[src/hdl/btcw_pkg.sv]
// Shared constants, types and helpers of the bordered text console writer.
`default_nettype none
package btcw_pkg;

    localparam int MAX_COLS = 128;
    localparam int MAX_ROWS = 64;
    localparam int COL_W    = $clog2(MAX_COLS);
    localparam int ROW_W    = $clog2(MAX_ROWS);
    localparam int GC_W     = $clog2(MAX_COLS + 1);
    localparam int GR_W     = $clog2(MAX_ROWS + 1);
    localparam int ADDR_W   = $clog2(MAX_COLS * MAX_ROWS);

    localparam logic [7:0] CH_NEWLINE = 8'h0A;
    localparam logic [7:0] CH_BAR     = 8'h7C;
    localparam logic [7:0] CH_BLANK   = 8'h20;
    localparam logic [7:0] CH_DASH    = 8'h2D;

    localparam logic [1:0] REQ_PUT   = 2'd0;
    localparam logic [1:0] REQ_READ  = 2'd1;
    localparam logic [1:0] REQ_CLEAR = 2'd2;
    localparam logic [1:0] REQ_NOP   = 2'd3;

    localparam logic [1:0] CFG_COLS   = 2'd0;
    localparam logic [1:0] CFG_ROWS   = 2'd1;
    localparam logic [1:0] CFG_TEXT   = 2'd2;
    localparam logic [1:0] CFG_BORDER = 2'd3;

    typedef enum logic [2:0] {
        OP_PUT,
        OP_NEWLINE,
        OP_READ,
        OP_CLEAR,
        OP_NOP
    } op_t;

    typedef struct packed {
        op_t              op;
        logic [7:0]       ch;
        logic [ROW_W-1:0] row;
        logic [COL_W-1:0] col;
    } entry_t;

    typedef struct packed {
        logic [7:0] cols;
        logic [6:0] rows;
        logic [7:0] text_color;
        logic [7:0] border_color;
    } cfg_t;

    typedef enum logic [3:0] {
        B_IDLE,
        B_START,
        B_NEXT,
        B_ADDR,
        B_WRITE,
        B_SC_RD,
        B_SC_WR,
        B_SC_BLANK,
        B_CLR,
        B_RD_ADDR,
        B_RD_MEM,
        B_DONE
    } bstate_t;

    typedef enum logic [2:0] {
        ST_BLANK_R,
        ST_BAR_R,
        ST_CHK0,
        ST_BAR_L,
        ST_BLANK_L,
        ST_CHAR,
        ST_FIN
    } step_t;

    // Clamp the column count into its usable range.
    function automatic logic [GC_W-1:0] eff_cols(input logic [7:0] c);
        logic [GC_W-1:0] r;
        if (c < 8'd5)
            r = GC_W'(5);
        else if ({1'b0, c} > 9'(MAX_COLS))
            r = GC_W'(MAX_COLS);
        else
            r = GC_W'(c);
        return r;
    endfunction

    // Clamp the row count into its usable range.
    function automatic logic [GR_W-1:0] eff_rows(input logic [6:0] h);
        logic [GR_W-1:0] r;
        if (h < 7'd3)
            r = GR_W'(3);
        else if ({1'b0, h} > 8'(MAX_ROWS))
            r = GR_W'(MAX_ROWS);
        else
            r = GR_W'(h);
        return r;
    endfunction

endpackage
`default_nettype wire

[src/hdl/btcw_queue.sv]
// Two-entry request queue between front and back end.
`default_nettype none
module btcw_queue (
    input  wire logic             clk,
    input  wire logic             rst_n,
    input  wire logic             push,
    input  wire btcw_pkg::entry_t din,
    input  wire logic             pop,
    output logic                  empty,
    output logic                  full,
    output btcw_pkg::entry_t      dout
);

    btcw_pkg::entry_t mem_reg [2];
    logic             wp_reg, wp_next;
    logic             rp_reg, rp_next;
    logic [1:0]       cnt_reg, cnt_next;

    assign empty = (cnt_reg == 2'd0);
    assign full  = (cnt_reg == 2'd2);
    assign dout  = mem_reg[rp_reg];

    // Advance pointers and count.
    always_comb
    begin
        wp_next  = push ? ~wp_reg : wp_reg;
        rp_next  = pop ? ~rp_reg : rp_reg;
        cnt_next = cnt_reg + {1'b0, push} - {1'b0, pop};
    end

    always_ff @(posedge clk or negedge rst_n)
    begin
        if (!rst_n)
        begin
            wp_reg  <= 1'b0;
            rp_reg  <= 1'b0;
            cnt_reg <= 2'd0;
        end
        else
        begin
            wp_reg  <= wp_next;
            rp_reg  <= rp_next;
            cnt_reg <= cnt_next;
        end
    end

    // Hold the payload.
    always_ff @(posedge clk)
    begin
        if (push)
            mem_reg[wp_reg] <= din;
    end

endmodule
`default_nettype wire

[config.mk]
export PLATFORM = sky130hd
export DESIGN_NAME = btcw_queue
export DESIGN_NICKNAME = d
export VERILOG_FILES = /design/src/hdl/btcw_pkg.sv /design/src/hdl/btcw_queue.sv
export SDC_FILE = /design/constraint.sdc
export NUM_CORES = 1
export LEC_CHECK = 0
export ABC_AREA = 0
export BUFFER_PORTS_ARGS = -buffer_cell sky130_fd_sc_hd__buf_2
export CORE_ASPECT_RATIO = 1.1
export CORE_MARGIN = 5
export CORE_UTILIZATION = 50
export CTS_CLUSTER_SIZE = 24
export DETAILED_ROUTE_END_ITERATION = 10
export GPL_TIMING_DRIVEN = 0
export PLACE_DENSITY = 0.76
export SLEW_MARGIN = 20
export SYNTH_ARGS = -nofsm -noshare
export SYNTH_HDL_FRONTEND = slang
export SYNTH_SLANG_ARGS = --single-unit
[constraint.sdc]
create_clock -name clk -period 2.2 [get_ports clk]
set_clock_uncertainty 0.15 [all_clocks]
set_input_delay 0.22 -clock clk [delete_from_list [all_inputs] [get_ports clk]]
set_output_delay 0.22 -clock clk [all_outputs]
set_load 0.1 [all_outputs]
==> results of run 1 <==
## worst max-delay path: cells and delay by family (launching register included)
family,cells,cell delay (ns)
mux,1,0.20
buf+inv,3,0.71
flops,1,0.38
## worst max-delay path by stage
| stage | start | end | slack (ns) | depth (start not counted) |
|---|---|---|---|---|
| 6_report | rp_reg$_DFFE_PN0P_ | dout[16] | 0.25 | 4 |
| 3_5_place_dp | wp_reg$_DFFE_PN0P_ | mem_reg[1][10]$_DFFE_PP_ | 0.30 | 1 |
| 2_1_floorplan | cnt_reg[1]$_DFF_PN0_ | full | 0.11 | 1 |
| 3_3_place_gp | wp_reg$_DFFE_PN0P_ | mem_reg[0][10]$_DFFE_PP_ | -0.32 | 1 |
| 4_1_cts | rp_reg$_DFFE_PN0P_ | dout[15] | 0.25 | 4 |
| 5_1_grt | rp_reg$_DFFE_PN0P_ | dout[16] | 0.22 | 4 |
## per-layer routing
metal | wire length (um) | share of wire
met1 | 1291 | 0.39
met2 | 1785 | 0.54
met3 | 211 | 0.064
met4 | 13 | 0.0039
met5 | 0 | 0
## layout make-up
class                      count  area share
clock buffer                   6     0.02680
timing repair buffer          79      0.1941
clock inverter                 1    0.001848
tap                           52     0.02403
buffer                         3     0.01895
sequential                    52      0.5693
inverter                       2    0.002773
multi-input combinational     33      0.1622
## repair_timing
| item | CTS | global route |
|---|---|---|
| hold buffers | 26 | 0 |
| buffers inserted | 0 | 0 |
| endpoints found under the hold margin | 53 | 0 |
| resized for setup | 0 | 0 |
## layout by cell type (no fill, tap or decap), drive strengths merged
master and count:
edfxtp 48, xor2 2, and2 1, nor2 1
inv 2, dlygate4sd3 26, clkbuf 6, buf 56
xor3 1, clkinv 1, mux2 24, nor2b 2
dfrtp 4, ha 2
## logic make-up (layout without fill, tap and decap cells)
kind of cell,after synthesis,count (layout),share of synthesized area
muxes,24,24,0.1682
DFF,52,52,0.7591
and+or+nand+nor,4,4,0.01109
xor gates and xnor gates,3,3,0.02033
buffers and inverters,5,91,0.02896
adders and majority gates,2,2,0.01232
## through the flow
step | hold WS (ns) | std cells | setup TNS [ns] | utilization
finish | 0.01425 | 228 | 0 | 0.6883
global route | 0.01969 | 228 | 0 | 0.6883
CTS | 0.006325 | 228 | 0 | 0.6880
detailed placement | -0.1208 | 195 | 0 | 0.6021
global placement | -0.1264 | 195 | -7.697 | 0.6002
floorplan | -0.2256 | 90 | 0 | -
==> results.md, run 1 <==
- Status: complete, no violations
- Synth cell count leaders: edfxtp_1 (48), mux2_4 (19), mux2_2 (5)
- Endpoints failing hold: 0
- Setup Crit Path Kind: reg2out
- Total vias in the final route: 1,045
- Antenna Diode Count: 0
- Seq/Total Area, Yosys: 0.7591
- I/O Pins: 54
- Vias in the first global route: 1,122
- Initial antenna violation count: 0
- Core footprint: 3934 um^2
- Crit-path max cell delay: 0.42 ns
- Pre-CTS setup slack: 0.3037 ns
- Post-route DRC: 0
- Reg2Reg Depth: 1
- Clock-pin slew on the worst setup and hold paths: 0.08 ns
- Most Crowded Layer GR: met2
- Hold path start: push
- Largest net degree at the start of global routing: 25
- Port bufs: 53
- Final WS setup: 0.2498 ns
- Reg area: 1541 um^2
- Max Cap Viol: 0
- Row count: 24
- Worst-skew pair later-pin latency: 0.28 ns
- Die width: 70.77 um
- HPWL after DPL: 2188 um
- First-pass GRT wire length: 5202 um
- Pre-Repair DR Iteration Count: 4
- Final net count: 206
- Max frequency: 512.8 MHz
- Final setup vio count: 0
- Synth top area share: 0.7098
- Avg Cell Area, Syn: 22.56 um^2
- CP arrival: 1.58 ns
- Async S/R FF share, synth: 0.07692
- ANT nets after route: 0
- Grt total ovfl: 0
- Worst path required time: 1.83 ns
- #FFs+latches synth: 52
- TritonCTS clock tree: built
- Most common cell in the netlist: edfxtp_1
- Met1 Usage GRT: 0.1437
- Initial DRC count: 59
- Aggregate global-route resource usage: 0.1237
- Synth Flop Type: edfxtp_1
- R2R setup slack: 0.67 ns
- Max Slew Vio Count: 0
- Synth Cell Area: 2031 um^2
- Crit path time final: 1.950 ns
- Layout cell share with drive strength beyond 1: 0.5000
- Placer Congestion: 0.6973
- Sink Count: 52
- Area Growth Syn to Fin: 33.33%
- Hold path depth: 2
- Worst r2r dst: mem_reg[0][14]$_DFFE_PP_
- Synth area leader: edfxtp_1
- H-Tree Depth: 2
- Yosys cell types: 13
- M2 GR Usage: 0.2189
- EDFF count, synth: 48
- Crit-path max FO: 10
- Post-Syn Instances: 90
- Post-DP Area: 2369 um^2
- Final Cell Area: 2708 um^2
- CTS root buf: clkbuf_8
- FF-to-FF Start: wp_reg$_DFFE_PN0P_
- Fill count: 272
- Max reg flops: 48
- Worst Tran Pin Value: 0.6911 ns
- Clk buf depth: 2
- Final wirelength: 3301 um
- Final Cycle Share: 0.8865
- Yosys Warn Count: 0
- Hold Crit Class: in2reg
- Multi-input gate area: 439.2 um^2
- WL/cell: 14.48 um
- Slew margin rel.: 0.5383
- Starting Density: 0.5162
- Met3 GRT Util: 0.03399
- CP Launch Type: register
- DIE AREA: 5438 um^2
- Worst path slowest cell: buf_2
- Synth area leaders: edfxtp_1 (71%), mux2_4 (14%), dfrtp_1 (4.9%)
- Post-synthesis net count: 120
- Hold Path End: wp_reg$_DFFE_PN0P_
- DR vias/cell: 4.583
- CP Cell Sequence: buf_6 -> buf_12 -> mux2_4 -> buf_2
- Unrepaired setup endpoints after global routing: no
- Setup crit end kind: output pin
- CTS Buf Count: 5
- Die Ht: 76.84 um
Power of run 1 is not shown: default switching activity piles up to over one toggle a cycle in this logic, so the estimate is an artifact.
==> run 2: changes to the inputs <==
Settings changed: ABC_AREA 0 to 1.
==> results.md, run 2 <==
- Status: complete, no violations
- Antenna Diode Count: 0
- Area Growth Syn to Fin: 37.04%
- Initial DRC count: 83
- Synth Cell Area: 2023 um^2
- Core footprint: 3934 um^2
- Multi-input gate area: 370.4 um^2
- Post-Syn Instances: 150
- Die width: 70.65 um
- Post-synthesis net count: 180
- H-Tree Depth: 2
- Crit path from: rp_reg$_DFFE_PN0P_
- Total vias in the final route: 1,335
- CP Launch Type: register
- Final Cycle Share: 0.9263
- Max Cap Viol: 0
- Crit-path max cell delay: 0.44 ns
- Worst path required time: 1.83 ns
- WL/cell: 13.08 um
- Critical path depth: 5
- Unrepaired setup endpoints after global routing: no
- Initial antenna violation count: 0
- Crit-path max FO: 10
- Max frequency: 490.7 MHz
- Largest net degree at the start of global routing: 25
- Simple logic cell fraction of the synthesized area: 0.06370
- Yosys Warn Count: 0
- Post-Place Cells: 255
- Worst-skew pair later-pin latency: 0.29 ns
- Final setup vio count: 0
- Reg2Reg Depth: 2
- Pre-CTS setup slack: 0.4562 ns
- XOR/XNOR Fraction of Synth Area: 0.008658
- Largest family of logic cells by synthesized area: compound AO/OA/AOI/OAI gates
- Vias in the first global route: 1,365
- CTS root buf: clkbuf_8
- #FFs+latches synth: 52
- First-pass GRT wire length: 6410 um
- Post-CTS Setup Bufs: 0
- CP delay by family, top: buffers and inverters
- Placer Congestion: 0.6609
- Final net count: 267
- R2R setup slack: 0.50 ns
- Port bufs: 53
- HPWL after DPL: 2379 um
- Most common cell in the netlist: edfxtp_1
- TritonCTS clock tree: built
- Util after Layout: 0.7048
- Mux contribution to synthesized area: 0
- Setup crit end kind: output pin
- Final Instance Count excl. Fillers: 290
- Compound-Gate Fraction of Synth Area: 0.07792
- Final WS setup: 0.1622 ns
- CP Cell Sequence: buf_4 -> buf_6 -> nand2_1 -> o21ai_2 -> buf_2
- Layout cell share with drive strength beyond 1: 0.3571
- Reg area: 1541 um^2
- Max Slew Vio Count: 0
- Row count: 24
- Fill count: 283
- Sink Count: 52
- Max reg flops: 48
- # resized after CTS: 0
- Worst path slowest cell: buf_2
- ANT nets after route: 0
- DIE AREA: 5420 um^2
- Seq/Total Area, Yosys: 0.7619
- Synth area leaders: edfxtp_1 (71%), inv_1 (5.8%), nand2_1 (5.6%)
- Commonest non-fill, non-tap cell in the layout: buf_2
- Final wirelength: 3792 um
- Worst Tran Pin Value: 0.9383 ns
- Pre-Repair DR Iteration Count: 4
- Synth cell count leaders: edfxtp_1 (48), inv_1 (31), nand2_1 (30)
- DR vias/cell: 4.603
- Aggregate global-route resource usage: 0.1582
- Starting Density: 0.5143
- Buf+Inv Stages, Crit Path: 3
- Synthesized-area fraction occupied by adder cells: 0.01237
- Crit path time final: 2.038 ns
- FF-to-FF Start: wp_reg$_DFFE_PN0P_
- Synth top area share: 0.7124
- EDFF count, synth: 48
- Hold Crit Class: in2async
- I/O Pins: 54
- Synth Flop Type: edfxtp_1
- Synth area leader: edfxtp_1
- CP endpoint: dout[12]
- CP arrival: 1.67 ns
- Yosys cell types: 13
- Clk buf depth: 2
- Slew margin rel.: 0.3738
- CTS Buf Count: 5
- Async S/R FF share, synth: 0.07692
- Avg Cell Area, Syn: 13.49 um^2
- Setup Crit Path Kind: reg2out
- Worst hold margin: 0.1134 ns
- Post-route DRC: 0
- Grt total ovfl: 0
- Leading cell types in the layout, fill and taps excluded: buf_2 (55), edfxtp_1 (48), inv_1 (31), nand2_1 (30), dlygate4sd3_1 (27)
- Worst r2r dst: mem_reg[1][0]$_DFFE_PP_
- Die Ht: 76.72 um
- Endpoints failing hold: 0
- Clock-pin slew on the worst setup and hold paths: 0.08 ns
==> run 2: final cells by class <==
| type | instances | share of cell area |
|---|---|---|
| tap | 52 | 0.02347 |
| multi-input combinational | 62 | 0.1336 |
| clock inverter | 2 | 0.01264 |
| clock buffer | 6 | 0.02617 |
| sequential | 52 | 0.5560 |
| timing repair buffer | 80 | 0.1931 |
| inverter | 31 | 0.04197 |
| buffer | 5 | 0.01309 |
==> run 2: cell families (layout without fill, tap and decap cells) <==
kind of cell | Yosys count | after routing
AND/OR/NAND/NOR | 34 | 34
XOR/XNOR | 2 | 2
AO/OA/AOI/OAI | 24 | 24
flip-flops | 52 | 52
adder cells (fa/ha/maj) | 2 | 2
buffers and inverters | 36 | 124
==> run 2: worst min path at each step <==
stage	startpoint	to	cells after the start
after global routing	rst_n	cnt_reg[1]$_DFF_PN0_	2
after floorplan	rst_n	cnt_reg[0]$_DFF_PN0_	0
after CTS	rst_n	cnt_reg[1]$_DFF_PN0_	2
after detailed placement	rst_n	rp_reg$_DFFE_PN0P_	1
final	rst_n	cnt_reg[1]$_DFF_PN0_	2
after global placement	rst_n	rp_reg$_DFFE_PN0P_	1
==> run 2: stage by stage <==
step / TNS, ns / cell area (um^2)
final: 0 / 2773
after global routing: 0 / 2773
after CTS: 0 / 2773
after detailed placement: 0 / 2395
after global placement: -8.438 / 2387
after floorplan: -0.5578 / 2057
==> run 2: metal layers <==
layer  up-vias  GRT usage  routed length (um)
met5         -          0                   0
met4         0    0.06203                  72
met3         8    0.06144                 251
met2        38     0.2790                2067
met1       618     0.1687                1401
li1        671          -                   -
==> run 2: what timing repair did <==
item,CTS,global route
endpoints found under the setup margin,0,0
endpoints found under the hold margin,54,0
hold buffers,27,0
Power of run 2 is left out for the same reason.
